===== src/rtl/rgbhsv_pkg.sv =====
// Shared types and constants for the RGB to HSV conversion core.
`timescale 1ns / 1ps

package rgbhsv_pkg;

	localparam int CHAN_W = 8;
	localparam int DIV_BITS = 8;
	localparam int NUM_W = 2 * CHAN_W;

	localparam logic [CHAN_W-1:0] HUE_STEP = 8'd43;
	localparam logic [CHAN_W-1:0] BASE_RED = 8'd0;
	localparam logic [CHAN_W-1:0] BASE_GREEN = 8'd85;
	localparam logic [CHAN_W-1:0] BASE_BLUE = 8'd171;

	typedef struct packed {
		logic [CHAN_W-1:0] base;
		logic              neg;
		logic              grey;
		logic [CHAN_W-1:0] value;
	} rgbhsv_side_t;

	typedef struct packed {
		logic [NUM_W-1:0]  sat_num;
		logic [NUM_W-1:0]  hue_num;
		logic [CHAN_W-1:0] max_ch;
		logic [CHAN_W-1:0] spread;
		rgbhsv_side_t      side;
	} rgbhsv_work_t;

endpackage


===== src/rtl/rgbhsv_front.sv =====
// Front stage: finds maximum, minimum, sector and division operands of a pixel.
`timescale 1ns / 1ps

module rgbhsv_front
	import rgbhsv_pkg::*;
(
	input  logic              clk,
	input  logic              arst_n,
	input  logic [CHAN_W-1:0] red,
	input  logic [CHAN_W-1:0] green,
	input  logic [CHAN_W-1:0] blue,
	input  logic              pix_valid,
	output logic              pix_ready,
	output rgbhsv_work_t      work,
	output logic              work_valid,
	input  logic              work_ready
);

	logic              valid_q;
	rgbhsv_work_t      work_q;
	rgbhsv_work_t      work_d;
	logic [CHAN_W-1:0] hi;
	logic [CHAN_W-1:0] lo;
	logic [CHAN_W:0]   diff;
	logic [CHAN_W-1:0] mag;
	logic [NUM_W-1:0]  hue_prod;

	always_comb begin
		if (red >= green && red >= blue) begin
			hi = red;
			work_d.side.base = BASE_RED;
			diff = {1'b0, green} - {1'b0, blue};
		end else if (green >= blue) begin
			hi = green;
			work_d.side.base = BASE_GREEN;
			diff = {1'b0, blue} - {1'b0, red};
		end else begin
			hi = blue;
			work_d.side.base = BASE_BLUE;
			diff = {1'b0, red} - {1'b0, green};
		end
		if (red <= green && red <= blue) begin
			lo = red;
		end else if (green <= blue) begin
			lo = green;
		end else begin
			lo = blue;
		end
		mag = diff[CHAN_W] ? CHAN_W'(~diff + 1'b1) : diff[CHAN_W-1:0];
		hue_prod = NUM_W'(mag) * NUM_W'(HUE_STEP);
		work_d.side.neg = diff[CHAN_W];
		work_d.side.grey = (hi == lo);
		work_d.side.value = hi;
		work_d.max_ch = hi;
		work_d.spread = hi - lo;
		work_d.sat_num = {work_d.spread, {CHAN_W{1'b0}}} - {{CHAN_W{1'b0}}, work_d.spread};
		work_d.hue_num = hue_prod;
	end

	assign pix_ready = !valid_q || work_ready;
	assign work_valid = valid_q;
	assign work = work_q;

	always_ff @(posedge clk or negedge arst_n) begin
		if (!arst_n) begin
			valid_q <= 1'b0;
		end else if (pix_ready) begin
			valid_q <= pix_valid;
		end
	end

	always_ff @(posedge clk) begin
		if (pix_ready && pix_valid) begin
			work_q <= work_d;
		end
	end

endmodule


===== src/rtl/rgbhsv_fifo.sv =====
// Two-word queue that decouples the front stage from the divider pipeline.
`timescale 1ns / 1ps

module rgbhsv_fifo
	import rgbhsv_pkg::*;
(
	input  logic         clk,
	input  logic         arst_n,
	input  rgbhsv_work_t wr_data,
	input  logic         wr_valid,
	output logic         wr_ready,
	output rgbhsv_work_t rd_data,
	output logic         rd_valid,
	input  logic         rd_ready
);

	rgbhsv_work_t mem_q [2];
	logic         wr_ptr_q;
	logic         rd_ptr_q;
	logic [1:0]   count_q;
	logic         push;
	logic         pop;

	assign wr_ready = (count_q != 2'd2);
	assign rd_valid = (count_q != 2'd0);
	assign rd_data = mem_q[rd_ptr_q];
	assign push = wr_valid && wr_ready;
	assign pop = rd_valid && rd_ready;

	always_ff @(posedge clk or negedge arst_n) begin
		if (!arst_n) begin
			wr_ptr_q <= 1'b0;
			rd_ptr_q <= 1'b0;
			count_q <= 2'd0;
		end else begin
			if (push) begin
				wr_ptr_q <= !wr_ptr_q;
			end
			if (pop) begin
				rd_ptr_q <= !rd_ptr_q;
			end
			if (push && !pop) begin
				count_q <= count_q + 2'd1;
			end else if (pop && !push) begin
				count_q <= count_q - 2'd1;
			end
		end
	end

	always_ff @(posedge clk) begin
		if (push) begin
			mem_q[wr_ptr_q] <= wr_data;
		end
	end

endmodule


===== src/rtl/rgbhsv_div.sv =====
// Pipelined restoring divider, one quotient bit per stage, for quotients below 256.
`timescale 1ns / 1ps

module rgbhsv_div
	import rgbhsv_pkg::*;
(
	input  logic              clk,
	input  logic              en,
	input  logic [NUM_W-1:0]  num,
	input  logic [CHAN_W-1:0] den,
	output logic [CHAN_W-1:0] quo
);

	logic [CHAN_W-1:0]   rem_s [DIV_BITS];
	logic [CHAN_W-1:0]   low_s [DIV_BITS];
	logic [DIV_BITS-1:0] quo_s [DIV_BITS];
	logic [CHAN_W-1:0]   den_s [DIV_BITS];

	function automatic logic [CHAN_W:0] div_step(
		input logic [CHAN_W-1:0] rem,
		input logic              nbit,
		input logic [CHAN_W-1:0] d
	);
		logic [CHAN_W:0] t;
		logic [CHAN_W:0] r;
		logic            ge;
		t = {rem, nbit};
		ge = (t >= {1'b0, d});
		r = ge ? t - {1'b0, d} : t;
		return {ge, r[CHAN_W-1:0]};
	endfunction

	logic [CHAN_W:0] first;
	assign first = div_step(num[NUM_W-1:CHAN_W], num[CHAN_W-1], den);

	always_ff @(posedge clk) begin
		if (en) begin
			rem_s[0] <= first[CHAN_W-1:0];
			quo_s[0] <= {{(DIV_BITS-1){1'b0}}, first[CHAN_W]};
			low_s[0] <= num[CHAN_W-1:0];
			den_s[0] <= den;
		end
	end

	for (genvar k = 1; k < DIV_BITS; k++) begin : g_stage
		logic [CHAN_W:0] nxt;
		assign nxt = div_step(rem_s[k-1], low_s[k-1][CHAN_W-1-k], den_s[k-1]);
		always_ff @(posedge clk) begin
			if (en) begin
				rem_s[k] <= nxt[CHAN_W-1:0];
				quo_s[k] <= {quo_s[k-1][DIV_BITS-2:0], nxt[CHAN_W]};
				low_s[k] <= low_s[k-1];
				den_s[k] <= den_s[k-1];
			end
		end
	end

	assign quo = quo_s[DIV_BITS-1];

endmodule


===== src/rtl/rgbhsv_back.sv =====
// Back part: divider pipeline for saturation and hue, sector fix-up and output register.
`timescale 1ns / 1ps

module rgbhsv_back
	import rgbhsv_pkg::*;
(
	input  logic              clk,
	input  logic              arst_n,
	input  rgbhsv_work_t      work,
	input  logic              work_valid,
	output logic              work_ready,
	output logic [CHAN_W-1:0] hue,
	output logic [CHAN_W-1:0] saturation,
	output logic [CHAN_W-1:0] value,
	output logic              hsv_valid,
	input  logic              hsv_ready
);

	logic                advance;
	logic [DIV_BITS-1:0] vld_s;
	rgbhsv_side_t        side_s [DIV_BITS];
	logic [CHAN_W-1:0]   sat_quo;
	logic [CHAN_W-1:0]   hue_quo;
	logic [CHAN_W-1:0]   hue_off;
	logic                valid_q;
	logic [CHAN_W-1:0]   hue_q;
	logic [CHAN_W-1:0]   sat_q;
	logic [CHAN_W-1:0]   value_q;
	rgbhsv_side_t        last;

	assign advance = !valid_q || hsv_ready;
	assign work_ready = advance;

	rgbhsv_div u_sat_div (
		.clk (clk),
		.en  (advance),
		.num (work.sat_num),
		.den (work.max_ch),
		.quo (sat_quo)
	);

	rgbhsv_div u_hue_div (
		.clk (clk),
		.en  (advance),
		.num (work.hue_num),
		.den (work.spread),
		.quo (hue_quo)
	);

	always_ff @(posedge clk or negedge arst_n) begin
		if (!arst_n) begin
			vld_s <= '0;
			valid_q <= 1'b0;
		end else if (advance) begin
			vld_s <= {vld_s[DIV_BITS-2:0], work_valid};
			valid_q <= vld_s[DIV_BITS-1];
		end
	end

	always_ff @(posedge clk) begin
		if (advance) begin
			side_s[0] <= work.side;
		end
	end

	for (genvar k = 1; k < DIV_BITS; k++) begin : g_side
		always_ff @(posedge clk) begin
			if (advance) begin
				side_s[k] <= side_s[k-1];
			end
		end
	end

	assign last = side_s[DIV_BITS-1];
	assign hue_off = last.neg ? CHAN_W'(~hue_quo + 1'b1) : hue_quo;

	always_ff @(posedge clk) begin
		if (advance) begin
			hue_q <= last.grey ? '0 : CHAN_W'(last.base + hue_off);
			sat_q <= last.grey ? '0 : sat_quo;
			value_q <= last.value;
		end
	end

	assign hsv_valid = valid_q;
	assign hue = hue_q;
	assign saturation = sat_q;
	assign value = value_q;

endmodule


===== src/rtl/rgb_to_hsv_integer_core.sv =====
// Top level of the 8-bit RGB to HSV conversion core.
`timescale 1ns / 1ps

// While hsv_ready stays high, the core takes one RGB pixel word per clock and
// returns one HSV word per pixel, in order, at one word per clock. Each pixel
// passes through the classification stage, the two-word queue, the pipelined
// restoring dividers (one quotient bit per stage, saturation and hue in parallel)
// and the output register. Black and grey pixels give zero hue and saturation;
// value is always the largest channel.
module rgb_to_hsv_integer_core
	import rgbhsv_pkg::*;
(
	input  logic              clk,
	input  logic              arst_n,
	input  logic [CHAN_W-1:0] red,
	input  logic [CHAN_W-1:0] green,
	input  logic [CHAN_W-1:0] blue,
	input  logic              pixel_valid,
	output logic              pixel_ready,
	output logic [CHAN_W-1:0] hue,
	output logic [CHAN_W-1:0] saturation,
	output logic [CHAN_W-1:0] value,
	output logic              hsv_valid,
	input  logic              hsv_ready
);

	rgbhsv_work_t front_work;
	logic         front_valid;
	logic         front_ready;
	rgbhsv_work_t back_work;
	logic         back_valid;
	logic         back_ready;

	rgbhsv_front u_front (
		.clk        (clk),
		.arst_n     (arst_n),
		.red        (red),
		.green      (green),
		.blue       (blue),
		.pix_valid  (pixel_valid),
		.pix_ready  (pixel_ready),
		.work       (front_work),
		.work_valid (front_valid),
		.work_ready (front_ready)
	);

	rgbhsv_fifo u_fifo (
		.clk      (clk),
		.arst_n   (arst_n),
		.wr_data  (front_work),
		.wr_valid (front_valid),
		.wr_ready (front_ready),
		.rd_data  (back_work),
		.rd_valid (back_valid),
		.rd_ready (back_ready)
	);

	rgbhsv_back u_back (
		.clk        (clk),
		.arst_n     (arst_n),
		.work       (back_work),
		.work_valid (back_valid),
		.work_ready (back_ready),
		.hue        (hue),
		.saturation (saturation),
		.value      (value),
		.hsv_valid  (hsv_valid),
		.hsv_ready  (hsv_ready)
	);

endmodule


===== config.mk =====
export PLATFORM = sky130hd
export DESIGN_NAME = rgb_to_hsv_integer_core
export DESIGN_NICKNAME = d
export VERILOG_FILES = /design/src/rtl/rgbhsv_pkg.sv /design/src/rtl/rgbhsv_front.sv /design/src/rtl/rgbhsv_fifo.sv /design/src/rtl/rgbhsv_div.sv /design/src/rtl/rgbhsv_back.sv /design/src/rtl/rgb_to_hsv_integer_core.sv
export SDC_FILE = /design/constraint.sdc
export NUM_CORES = 1
export LEC_CHECK = 0
export BUFFER_PORTS_ARGS = -buffer_cell sky130_fd_sc_hd__buf_2
export CAP_MARGIN = 40
export CORE_AREA = 2 2 268 270
export DETAILED_ROUTE_END_ITERATION = 8
export DIE_AREA = 0 0 270 272
export PLACE_DENSITY = 0.6
export SYNTH_ARGS = -nofsm -noshare
export SYNTH_HDL_FRONTEND = slang
export SYNTH_SLANG_ARGS = --single-unit

===== constraint.sdc =====
create_clock -name clk -period 17.78 [get_ports clk]
set_input_delay 1.778 -clock clk [delete_from_list [all_inputs] [get_ports clk]]
set_output_delay 1.778 -clock clk [all_outputs]
set_load 0.005 [all_outputs]

# After elaboration in Yosys (flattened, before gate mapping)
# Memories as Yosys holds them, arrays and structs flattened. A register that Yosys moved wholly into a read port is not among the register bits.
# Index checks and enable logic that the tools add are counted.
totals:
  regBits: 86
  ramBits: 784
  in_bits: 28
  n_memories: 10
mem_list:
  columns: ["memory", "depth", "word_bits", "rd", "rd_clocked_by_memory_dff", "wr", "line_no", "text"]
  rows:
  - ["u_back.side_s", 8, 18, 8, 0, 8, "rgbhsv_back.sv:21", "rgbhsv_side_t side_s [DIV_BITS];"]
  - ["u_fifo.mem_q", 2, 64, 1, 0, 1, "rgbhsv_fifo.sv:17", "rgbhsv_work_t mem_q [2];"]
  - ["u_back.u_hue_div.den_s", 8, 8, 7, 0, 8, "rgbhsv_div.sv:17", "logic [CHAN_W-1:0] den_s [DIV_BITS];"]
  - ["u_back.u_hue_div.low_s", 8, 8, 7, 0, 8, "rgbhsv_div.sv:15", "logic [CHAN_W-1:0] low_s [DIV_BITS];"]
  - ["u_back.u_hue_div.quo_s", 8, 8, 8, 0, 8, "rgbhsv_div.sv:16", "logic [DIV_BITS-1:0] quo_s [DIV_BITS];"]
  - ["u_back.u_hue_div.rem_s", 8, 8, 7, 0, 8, "rgbhsv_div.sv:14", "logic [CHAN_W-1:0] rem_s [DIV_BITS];"]
  - ["4 more memories", null, null, null, null, null, null, null]
op_classes:
  n_addsub: 26
  mul: 1
  order_cmp: 22
  eq_ne: 2
  muxes: 31
  bitwise_logic: 2
  reduce_logical: 17
op_table:
  columns: ["operator", "n"]
  rows:
  - ["$mux 8", 23]
  - ["$ge 9x8->1", 16]
  - ["$sub 8x8->8", 17]
  - ["$sub 8x8->9", 3]
  - ["$ge 8x8->1", 3]
  - ["$le 8x8->1", 3]
  - ["$mux 9", 2]
  - ["$add 8x1->8 const B", 2]
  - ["$not 8->8", 2]
  - ["$sub 16x8->16", 1]
  - ["$mul 8x6->14 const B", 1]
  - ["$add 8x8->8", 1]
  - ["$eq 8x8->1", 1]
  - ["$logic_and 1x1->1", 7]
  - ["$logic_not 1->1", 6]
  - ["$mux 1", 4]
  - ["$mux 2", 2]
  - ["$reduce_bool 2->1", 2]
  - ["$add 2x1->2 const B", 1]
  - ["$logic_or 1x1->1", 2]
  - ["$ne 2x2->1 const B", 1]
  - ["$sub 2x1->2 const B", 1]

# Longest topological paths before layout
# Gate-level depths: netlist of the first run.
logic_depth:
  depth_word: 7
  depth_mapped: 32

# By module
# Synthesis of the first run repeated with hierarchy kept, for this count alone.
unflattened:
  cells_unflattened: 2386
  hier_area_um2: 34157.8
by_module_without_submodules:
  columns: ["module", "n_inst", "cells_each", "area_each_um2", "seq_area_each_um2"]
  rows:
  - ["rgbhsv_div (u_back.u_hue_div)", 1, 665, 8959.8, 5285.1]
  - ["rgbhsv_div (u_back.u_sat_div)", 1, 671, 8918.6, 5285.1]
  - ["rgbhsv_back", 1, 264, 5935.7, 5270.1]
  - ["rgbhsv_front", 1, 563, 5273.8, 1526.5]
  - ["rgbhsv_fifo", 1, 223, 5069.9, 4063.9]

# Worst setup path before layout of the first run
# Ideal clock, no wire load.
synth_path:
  path_kind: "input -> register"
  startpoint: "input hsv_ready"
  endpoint: "register u_back.vld_s[1]"
  setup_ps: 129
  t_arrival_ps: 14981
  required_ps: 17651
  slack_ps: 2670
  path_stages: 3
  n_path_buf: 1
  cell_sequence: "nand2b_1 -> clkbuf_1 -> mux2_2"
synth_between:
  elab_chain_len: 1
synth_lines:
  columns: ["element", "line_no", "text"]
  rows:
  - ["start: declaration", "rgb_to_hsv_integer_core.sv:24", "input logic hsv_ready"]
  - ["$logic_or 1x1->1", "rgbhsv_back.sv:31", "assign advance = !valid_q || hsv_ready;"]
  - ["end signal: assignment", "rgbhsv_back.sv:55", "vld_s <= {vld_s[DIV_BITS-2:0], work_valid};"]
  - ["end: declaration", "rgbhsv_back.sv:20", "logic [DIV_BITS-1:0] vld_s;"]
# No other way between the ends.
# A chain may end at the register's enable or synchronous reset.

# Worst setup path after layout of the first run
layout_path:
  startpoint: "input red[1]"
  endpoint: "register u_front.work_q, in the netlist u_front.work[47] (data pin)"
layout_between:
  elab_chain_len: 7
layout_lines:
  columns: ["element", "line_no", "text"]
  rows:
  - ["start: declaration", "rgb_to_hsv_integer_core.sv:15", "input logic [CHAN_W-1:0] red,"]
  - ["$sub 8x8->9, or another cell as far along", "rgbhsv_front.sv:40", "diff = {1'b0, red} - {1'b0, green};"]
  - ["$mux 9 or $logic_and 1x1->1 (tied branches)", "rgbhsv_front.sv:33, rgbhsv_front.sv:29", null]
  - ["$mux 9 (*)", "rgbhsv_front.sv:29", "if (red >= green && red >= blue) begin"]
  - ["$not 8->8", "rgbhsv_front.sv:49", "mag = diff[CHAN_W] ? CHAN_W'(~diff + 1'b1) : diff[CHAN_W-1:0];"]
  - ["$add 8x1->8", "rgbhsv_front.sv:49", null]
  - ["$mux 8 (*)", "rgbhsv_front.sv:49", null]
  - ["$mul 8x6->14 (*)", "rgbhsv_front.sv:50", "hue_prod = NUM_W'(mag) * NUM_W'(HUE_STEP);"]
  - ["net u_front.hue_prod[13]", "rgbhsv_front.sv:26", "logic [NUM_W-1:0] hue_prod;"]
  - ["end signal: assignment", "rgbhsv_front.sv:74", "work_q <= work_d;"]
  - ["end: declaration", "rgbhsv_front.sv:20", "rgbhsv_work_t work_q;"]
# The timed path passes the listed nets; every way through them passes the cells marked *.

==> results.cfg, run 1 <==
[layout]
drive_gt1_share_pct = 10.25
stdcell_count = 3234
area_delta_synth_final_pct = 12.63
n_antenna_cell = 0
fin_nets = 2495
num-fill-cells = 6309

[setup_path]
max_stage_delay_ns = 0.69
path_common_cell = ha_1
slowest_stage = nor2_2
rrSetupSlack_ns = 13.74
start_kind = input port
crit_type = input port to flop
critPathArrivalTime_ns = 8.58
critPathTopFamily = compound AO/OA/AOI/OAI gates
critPathLaunch = red[1]
cp_num_buf_inv = 5
crit_fanout = 21
r2r_cells = 14
crit_required_ns = 18.13
r2r-start = u_fifo.rd_ptr_q
timing.rr.end = u_back.u_sat_div.rem_s[0][6]
cp-end-kind = flop

[logic_synthesis]
synth-edff-count = 567
seq_area_frac_synth_pct = 62.01
synth-seq-cells = 581
yosys-top-cells-area = edfxtp_1 (61%), ha_1 (9.1%), inv_1 (3.9%)
synth.avg_cell_area_um2 = 13.09
yosys.area.top_type = edfxtp_1
synth_top_area_share_pct = 60.76
async_reset_ff_share_pct = 2.410
synth_area_um2 = 28020
synth_cell_types = 66
synth.net_count = 2400
synth_cells = 2141
ys.warnings.count = 0
synth_flop_cell = edfxtp_1

[power]
intPower_w = 0.004408
p_seq_share_pct = 39.7
p_sw_share_pct = 34.14
clockPowerShare_pct = 19.1
p_comb_share_pct = 41.1
finalPower_w = 0.006693
p_leak_nw = 12.64
p_per_area_nw_per_um2 = 212.1
p_switching_w = 0.002285
vdd_drop_max_mv = 0.1401

[grt]
antenna_found_initial = 1
grt_pass1_vias = 15830
grt_max_degree = 76
grt_pass1_wl_um = 75490
gr-total-overflow = 0
grt_usage_pct = 12.38

[clock_tree]
insertion_delay_ns = 0.61
cts_setup_buffers = 0
clock_path_buffers = 3
hold_buffers = 0
cts_tree = done
clockRootBuffer = clkbuf_16
cts_buffers = 58
clkTransAtPathRegs_ns = 0.06
cts_max_level = 2
post_cts_resized = 0
cts_sinks = 581

[die]
rows = 98
die_height_um = 272
coreArea_um2 = 70750
ios = 54
initial_core_util_pct = 39.61
die-area_um2 = 73440
die-width_um = 270

[outcome]
outcome = complete, no violations

[drt]
drtAntennaViolNets = 0
wl_per_cell_um = 14.01
dr.pass1.iters = 7
wirelength_um = 45310
drt-initial-drc-count = 786
post-route-drc-count = 0
vias_per_cell = 4.799
via_count = 15520

[hold_path]
hold_path_class = flop to flop
holdPathStages = 0
whs_endpoint = u_back.u_sat_div.quo_s[3][2]
min_from = u_back.u_sat_div.quo_s[2][1]

[sta]
max_slew.worst_pin.slew_ns = 0.8857
maxSlewHeadroom_pct = 40.89
fin_crit_sh_pct = 46.27
holdWs_ns = 0.4057
maxSlewViolCount = 0
fin_skew_ns = 0.01972
hold_viol_final = 0
period_needed_ns = 8.228
final-setup-viol-count = 0
clock.fmax_mhz = 121.5
rsz0062_at_grt = no
setup_slack_ns = 9.552
fin_setup_tns_ns = 0

[placed_design]
placedCellCount = 3126
hpwlAfterDp_um = 32500
dpl_worst_slack_ns = 8.956
finalWeightedCongestion = 0.8415
port_buffers = 53

[flow_run]
drv_cap = 0
-- cell families (layout without fill, tap and decap cells) --
| family | Yosys count | count (layout) | synth area share, % |
|---|---|---|---|
| AO/OA/AOI/OAI | 419 | 419 | 9.252 |
| adder cells (fa/ha/maj) | 231 | 231 | 11.06 |
| AND/OR/NAND/NOR | 411 | 411 | 7.180 |
| XOR/XNOR | 107 | 107 | 3.411 |
| flip-flops | 581 | 581 | 62.01 |
| multiplexers | 70 | 70 | 2.706 |
| buffers and inverters | 322 | 465 | 4.376 |
-- Yosys cell counts (all sizes together) (3+ instances only) --
cell and instances:
a31oi 9, and3 24, nor4 3, nand4 30
a21boi 21, nor3 10, xor2 44, fa 28
dfrtp 14, o21bai 14, a21o 40, a211oi 4
nand3 8, o21ai 154, nor2b 44, a21oi 102
clkbuf 23, a2111oi 3, or3 5, o211ai 9
xnor2 63, o211a 3, a311oi 12, o21a 13
buf 10, o31ai 28, mux2 46, nand2b 24
nand2 134, and2 5, nand4b 3, nand3b 3
mux2i 24, inv 289, ha 203, nor2 112
edfxtp 567
-- placed cells by master, fill, tap and decap left out, types with 8 or more instances in the layout --
cell type,n
a21o_1,40
buf_4,12
nand3_1,8
bufinv_16,11
nor2_1,109
o31ai_1,27
ha_1,203
a311oi_1,12
inv_1,288
mux2i_1,24
o21a_1,13
xor2_1,43
o211ai_1,9
a31oi_1,9
nor2b_1,44
nand2_1,134
a21oi_1,99
xnor2_1,63
a21boi_0,21
nor3_1,10
o21ai_0,146
clkinv_2,14
mux2_2,46
buf_2,53
nand4_1,29
fa_1,28
dfrtp_1,13
edfxtp_1,567
nand2b_1,23
and3_1,22
o21bai_1,14
clkbuf_16,61
-- registers in the layout (all words and copies together), names as in the netlist, 2 cells and up --
register                count
u_fifo.count_q              2
u_back.u_hue_div.quo_s     36
u_back.u_sat_div.low_s     23
u_back.u_hue_div.low_s     28
u_back.value                8
u_fifo.mem_q              100
u_back.saturation           8
u_back.hue                  8
u_back.u_hue_div.den_s     54
u_back.u_sat_div.rem_s     56
u_back.u_sat_div.den_s     62
u_back.u_hue_div.rem_s     56
u_back.vld_s                8
u_back.u_sat_div.quo_s     36
u_front.work               50
u_back.side_s              42
-- how the worst max path moves through the flow --
stage | cells after the start | slack [ns] | end
6_report | 30 | 9.55 | u_front.work[47]
5_1_grt | 30 | 8.91 | u_front.work[47]
4_1_cts | 30 | 9.59 | u_front.work[47]
3_5_place_dp | 30 | 8.96 | u_front.work[47]
3_3_place_gp | 30 | 9.10 | u_front.work[47]
2_1_floorplan | 3 | 2.67 | u_back.vld_s[1]
-- power by group through the flow --
stage / registers (W) / clock network, W / logic (W)
3_3_place_gp: 0.00267 / 0 / 0.00269
2_1_floorplan: 0.00271 / 0 / 0.00219
5_1_grt: 0.00273 / 0.00137 / 0.00317
6_report: 0.00266 / 0.00128 / 0.00275
4_1_cts: 0.00267 / 0.00132 / 0.00280
3_5_place_dp: 0.00269 / 0 / 0.00278
-- worst register-to-register path, stage by stage, from the launching register on --
cell     delay (ns)
dfrtp_2        0.34
buf_4          0.58
mux2i_1        0.46
inv_1          0.09
ha_1           0.30
nor2b_1        0.14
o21ai_0        0.23
a21oi_1        0.12
o21ai_0        0.20
a21oi_1        0.12
o21ai_0        0.15
inv_1          0.07
o21ai_0        0.18
and2_1         0.40
mux2_2         0.39
-- metal layers --
metal / GRT usage, % / wire length (um) / vias to the layer above
met1: 14.72 / 19440 / 7343
met4: 3.874 / 1192 / 2
met5: 0 / 7 / -
met3: 2.477 / 1644 / 81
met2: 22.48 / 23030 / 208
li1: - / - / 7886
-- through the flow --
stage                     utilization, %  cell area [um^2]
after global placement             41.59             29430
after global routing               44.61             31560
after floorplan                        -             28020
after CTS                          44.61             31560
after detailed placement           41.71             29510
final                              44.61             31560
-- area by class of cell --
cell class | instances | area [um^2] | share of cell area, %
clock inverters | 42 | 505.5 | 1.602
inverters | 289 | 1085 | 3.437
flip-flops and latches | 581 | 17380 | 55.06
repair buffers | 68 | 421.7 | 1.336
clock buffers | 66 | 1545 | 4.896
well taps | 950 | 1189 | 3.766
multi-input cells | 1238 | 9437 | 29.90
Power figures use the tool's default switching activity.
==> run 2: changes to the inputs <==
==> constraint.sdc (replaced) <==
create_clock -name clk -period 8.5 [get_ports clk]
set_input_delay 0.85 -clock clk [delete_from_list [all_inputs] [get_ports clk]]
set_output_delay 0.85 -clock clk [all_outputs]
set_load 0.005 [all_outputs]
==> results.cfg, run 2 (same netlist as run 1, synthesis figures left out) <==
[grt]
gr-total-overflow = 0
grt_usage_pct = 12.68
grt_pass1_wl_um = 77320
grt_max_degree = 150
grt_pass1_vias = 16030
antenna_found_initial = 0

[power]
clockPowerShare_pct = 18.4
p_comb_share_pct = 41.5
p_seq_share_pct = 40.1
p_switching_w = 0.004806
vdd_drop_max_mv = 0.2596
p_per_area_nw_per_um2 = 442.1
intPower_w = 0.009101
p_sw_share_pct = 34.56
p_leak_nw = 12.61

[layout]
n_antenna_cell = 0
final_cell_mix = edfxtp_1 (567), inv_1 (288), ha_1 (203), o21ai_0 (146), nand2_1 (134)
area_delta_synth_final_pct = 12.26
fin_area_um2 = 31460
num-fill-cells = 6329
drive_gt1_share_pct = 10.07
top_register = u_fifo.mem_q
largest_register_ffs = 100
fin_nets = 2496
final_common_cell = edfxtp_1
top_regs = u_fifo.mem_q x100, u_back.u_sat_div.den_s x62

[placed_design]
finalWeightedCongestion = 0.8639
hpwlAfterDp_um = 33270
placed_cell_area_um2 = 29530
port_buffers = 53

[clock_tree]
cts_max_level = 2
cts_sinks = 581
clock_path_buffers = 3
insertion_delay_ns = 0.61
cts_tree = done
clkTransAtPathRegs_ns = 0.06
post_cts_resized = 0
clockRootBuffer = clkbuf_16
cts_setup_buffers = 0
hold_buffers = 0
cts_buffers = 58

[setup_path]
cp-end-kind = flop
path_common_cell = ha_1
slowest_stage = fa_1
max_stage_delay_ns = 0.52
crit_fanout = 21
critPathArrivalTime_ns = 6.84
crit_type = input port to flop
crit_required_ns = 8.86
start_kind = input port

[sta]
fin_setup_tns_ns = 0
clock.fmax_mhz = 154.2
rsz0062_at_grt = no
fin_crit_sh_pct = 76.27
fin_skew_ns = 0.01592
maxSlewViolCount = 0
maxSlewHeadroom_pct = 41.90
hold_viol_final = 0
period_needed_ns = 6.483
max_slew.worst_pin.slew_ns = 0.8683
final-setup-viol-count = 0

[hold_path]
hold_path_class = input port to asynchronous set/reset pin

[die]
die-area_um2 = 73440
die-width_um = 270
die_height_um = 272
coreArea_um2 = 70750
ios = 54
rows = 98
initial_core_util_pct = 39.61

[flow_run]
drv_cap = 0

[drt]
drtAntennaViolNets = 0
wl_per_cell_um = 14.26
via_count = 15650
drt-initial-drc-count = 777
wirelength_um = 46120
dr.pass1.iters = 6
vias_per_cell = 4.840
post-route-drc-count = 0

[outcome]
outcome = complete, no violations
run 2: cell count changes in the layout (fill, tap and decap cells not counted):
| cell | delta |
|---|---|
| bufinv_16 | -2 |
| clkinv_8 | +1 |
| buf_12 | +1 |
| clkinv_1 | +2 |
| buf_4 | +1 |
| clkbuf_1 | +1 |
| buf_6 | -1 |
| clkinv_2 | +2 |
| clkinvlp_4 | -4 |
| clkbuf_16 | -3 |
| clkinv_4 | +1 |
run 2: path summary, 6_finish.rpt:
path,startpoint,to,slack [ns],cells past startpoint
worst max-delay path,red[1],u_front.work[47],2.02,30
worst min-delay path,arst_n,u_back.vld_s[7],0.12,1
worst max register to register,u_fifo.rd_ptr_q,u_back.u_sat_div.rem_s[0][2],4.47,14
worst min register to register,u_back.u_hue_div.quo_s[0][27],u_back.u_hue_div.quo_s[1][4],0.41,0
max in group asynchronous,arst_n,u_fifo.rd_ptr_q,8.11,1
min in group clk,u_back.u_hue_div.quo_s[0][27],u_back.u_hue_div.quo_s[1][4],0.41,0
run 2: power groups by stage:
| stage | Clock [W] | Combinational [W] | Sequential (W) |
|---|---|---|---|
| 2_1_floorplan | 0 | 0.00458 | 0.00556 |
| 3_3_place_gp | 0 | 0.00562 | 0.00559 |
| 3_5_place_dp | 0 | 0.00581 | 0.00564 |
| 4_1_cts | 0.00265 | 0.00585 | 0.00559 |
| 5_1_grt | 0.00275 | 0.00665 | 0.00571 |
| 6_report | 0.00256 | 0.00577 | 0.00557 |
run 2: layout make-up:
type | instances | area, um^2 | area share (%)
inverter | 289 | 1085 | 3.448
clock inverter | 42 | 457.9 | 1.456
multi-input combinational | 1238 | 9437 | 30.00
sequential | 581 | 17380 | 55.24
clock buffer | 64 | 1474 | 4.685
timing repair buffer | 69 | 437.9 | 1.392
tap | 950 | 1189 | 3.779
run 2: stage by stage:
step           worst slack (ns)  instances  utilization (%)  total power, W  hold slack, ns
3_3_place_gp              1.409       3123            41.63         0.01122          0.4006
4_1_cts                   2.012       3233            44.46         0.01408         0.09621
2_1_floorplan             1.301       2141                -         0.01014          0.4003
6_report                  2.017       3233            44.46         0.01391          0.1236
5_1_grt                   1.541       3233            44.46         0.01511          0.1128
3_5_place_dp              1.383       3127            41.73         0.01145          0.4045
run 2: worst max-delay path, delay by kind of cell:
family          cells  cell delay, ns
compound gates     10            1.94
xor+xnor            2            0.43
buf+inv             5            0.56
simple gates        8            1.26
fa+ha+maj           5            1.78
run 2: layer usage:
metal  up-vias  global-route usage [%]  wire, um
met3       100                   1.984      1573
li1       7878                       -         -
met4         0                   5.161      1593
met2       244                   23.03     23170
met5         -                       0         0
met1      7425                   14.98     19780
==> run 3: changes to the inputs <==
--- a/config.mk
+++ b/config.mk
@@ -5,12 +5,13 @@
 export SDC_FILE = /design/constraint.sdc
 export NUM_CORES = 1
 export LEC_CHECK = 0
+export ABC_AREA = 1
 export BUFFER_PORTS_ARGS = -buffer_cell sky130_fd_sc_hd__buf_2
 export CAP_MARGIN = 40
-export CORE_AREA = 2 2 268 270
+export CORE_AREA = 2 2 270 272
 export DETAILED_ROUTE_END_ITERATION = 8
-export DIE_AREA = 0 0 270 272
-export PLACE_DENSITY = 0.6
+export DIE_AREA = 0 0 272 274
+export PLACE_DENSITY = 0.62
 export SYNTH_ARGS = -nofsm -noshare
 export SYNTH_HDL_FRONTEND = slang
 export SYNTH_SLANG_ARGS = --single-unit
==> constraint.sdc (replaced) <==
create_clock -name clk -period 5.9 [get_ports clk]
set_input_delay 0.59 -clock clk [delete_from_list [all_inputs] [get_ports clk]]
set_output_delay 0.59 -clock clk [all_outputs]
set_load 0.005 [all_outputs]
==> results.cfg, run 3 <==
[logic_synthesis]
synth.avg_cell_area_um2 = 11.35
synth_cells = 2505
synth-seq-cells = 581
synth_common_cells = edfxtp_1 (567), nand2_1 (468), inv_1 (375)
synth_flop_cell = edfxtp_1
synth.net_count = 2764
async_reset_ff_share_pct = 2.410
synth-edff-count = 567
seq_area_frac_synth_pct = 61.14
synth_area_um2 = 28420
synth_top_area_share_pct = 59.91
synthMostInstantiatedCell = edfxtp_1
ys.warnings.count = 0
yosys-top-cells-area = edfxtp_1 (60%), ha_1 (8.9%), nand2_1 (6.2%)
synth_cell_types = 52
yosys.area.top_type = edfxtp_1

[die]
die_height_um = 274
rows = 99
coreArea_um2 = 71970
initial_core_util_pct = 39.49
die-width_um = 272
die-area_um2 = 74530
ios = 54

[clock_tree]
post_cts_resized = 0
cts_sinks = 581
clockRootBuffer = clkbuf_16
clock_path_buffers = 3
cts_buffers = 58
cts_tree = done
cts_max_level = 2
insertion_delay_ns = 0.60
clkTransAtPathRegs_ns = 0.06

[sta]
period_needed_ns = 5.450
fin_crit_sh_pct = 92.38
rsz0062_at_grt = no
maxSlewHeadroom_pct = 42.62
max_slew.worst_pin.slew_ns = 0.8608
fin_skew_ns = 0.01386
fin_setup_tns_ns = 0
final-setup-viol-count = 0
hold_viol_final = 0
maxSlewViolCount = 0
clock.fmax_mhz = 183.5

[drt]
met2WireLength_um = 25300
wl_per_cell_um = 13.56
top_layer_used = met4
wirelength_um = 49150
via_count = 17180
m1WireLength_um = 20720
drtAntennaViolNets = 0
post-route-drc-count = 0
drt-initial-drc-count = 1007
vias_per_cell = 4.741
dr.pass1.iters = 5
dr_wl_met3_um = 1582

[setup_path]
critPathArrivalTime_ns = 5.80
r2r-start = u_fifo.rd_ptr_q
cp-end-kind = flop
crit_type = input port to flop
slowest_stage = fa_1
rrSetupSlack_ns = 2.28
crit_required_ns = 6.25
max_stage_delay_ns = 0.55
timing.rr.end = u_back.u_hue_div.rem_s[0][4]
crit_fanout = 17
r2r_cells = 13
critPathLaunch = green[4]
start_kind = input port

[hold_path]
holdPathStages = 3
whs_endpoint = u_front.work_valid
min_from = pixel_valid
hold_path_class = input port to flop

[layout]
drive_gt1_share_pct = 7.958
top_register = u_fifo.mem_q
largest_register_ffs = 100
fin_nets = 2874
final_common_cell = edfxtp_1
area_delta_synth_final_pct = 11.72
fin_area_um2 = 31750
num-fill-cells = 6570
final_cell_mix = edfxtp_1 (567), nand2_1 (467), inv_1 (374), ha_1 (203), nor2_1 (193)
top_regs = u_fifo.mem_q x100, u_back.u_sat_div.den_s x62

[outcome]
outcome = complete, no violations

[placed_design]
placed_cell_area_um2 = 29960
port_buffers = 53
finalWeightedCongestion = 0.8771
hpwlAfterDp_um = 36350

[grt]
grt_pass1_wl_um = 81540
grt_pass1_vias = 17130
gr-total-overflow = 0
antenna_found_initial = 1
grt_max_degree = 73
grt_usage_pct = 13.28

[flow_run]
drv_cap = 0
## run 3: cell count changes after synthesis, moves of 25 or more
cell / change
mux2_2: -46
nand2_1: +334
inv_1: +87
or2_2: +25
nor2b_1: -44
a21oi_1: +47
a21o_1: -34
nor2_1: +85
nand3_1: +80
o21ai_0: -61
xor2_1: +27
xnor2_1: -35
## run 3: per-stage QoR
step           worst slack (ns)  hold slack (ns)  std cells  util [%]
6_report                 0.4497           0.2633       3624     44.12
5_1_grt                0.004219           0.2511       3623     44.12
4_1_cts                  0.5145           0.2207       3623     44.12
3_5_place_dp            -0.1298           0.4045       3513     41.63
3_3_place_gp            0.05374           0.4006       3510     41.55
2_1_floorplan            0.5800           0.2944       2505         -
## run 3: area by class of cell
type | count | area, um^2 | share of cell area (%)
sequential | 581 | 17380 | 54.73
multi-input combinational | 1514 | 9464 | 29.81
clock buffer | 72 | 1568 | 4.938
inverter | 381 | 1433 | 4.512
tap | 959 | 1200 | 3.779
timing repair buffer | 79 | 495.5 | 1.560
clock inverter | 37 | 212.7 | 0.6699
antenna | 1 | 2.502 | 0.007881
## run 3: worst max path at each step
| stage | end | cells past startpoint |
|---|---|---|
| global route | u_front.work[45] | 34 |
| finish | u_front.work[45] | 32 |
| CTS | u_front.work[45] | 32 |
| global placement | u_front.work[45] | 31 |
| detailed placement | u_front.work[45] | 32 |
| floorplan | u_front.work[44] | 31 |
## run 3: layer usage
metal  up-vias  track usage (%)
li1       8797                -
met1      8061            15.35
met2       227            24.83
met3        96            2.207
met4         0            4.468
met5         -                0
## run 3: logic make-up after synthesis
kind of cell / after synthesis / synth area share [%]
multiplexers: 2 / 0.07044
adder cells (fa/ha/maj): 231 / 10.91
buffers and inverters: 410 / 5.635
AO/OA/AOI/OAI: 315 / 6.305
AND/OR/NAND/NOR: 868 / 12.92
flip-flops: 581 / 61.14
XOR/XNOR: 98 / 3.020
## run 3: worst max-delay path: cells and delay by family
family / cells / cell delay (ns)
AND/OR/NAND/NOR: 13 / 1.38
XOR/XNOR: 2 / 0.24
AO/OA/AOI/OAI: 3 / 0.55
buffers and inverters: 9 / 0.99
adder cells (fa/ha/maj): 5 / 2.04
## run 3: timing repair
| item | in CTS | in global routing |
|---|---|---|
| endpoints found under the hold margin | 14 | 0 |
| hold buffers | 1 | 0 |
| buffers inserted | 0 | 0 |
Power of run 3 is left out: the tool's default activity adds up to more than one toggle a clock period on the data nets, which glitch-free logic cannot reach.
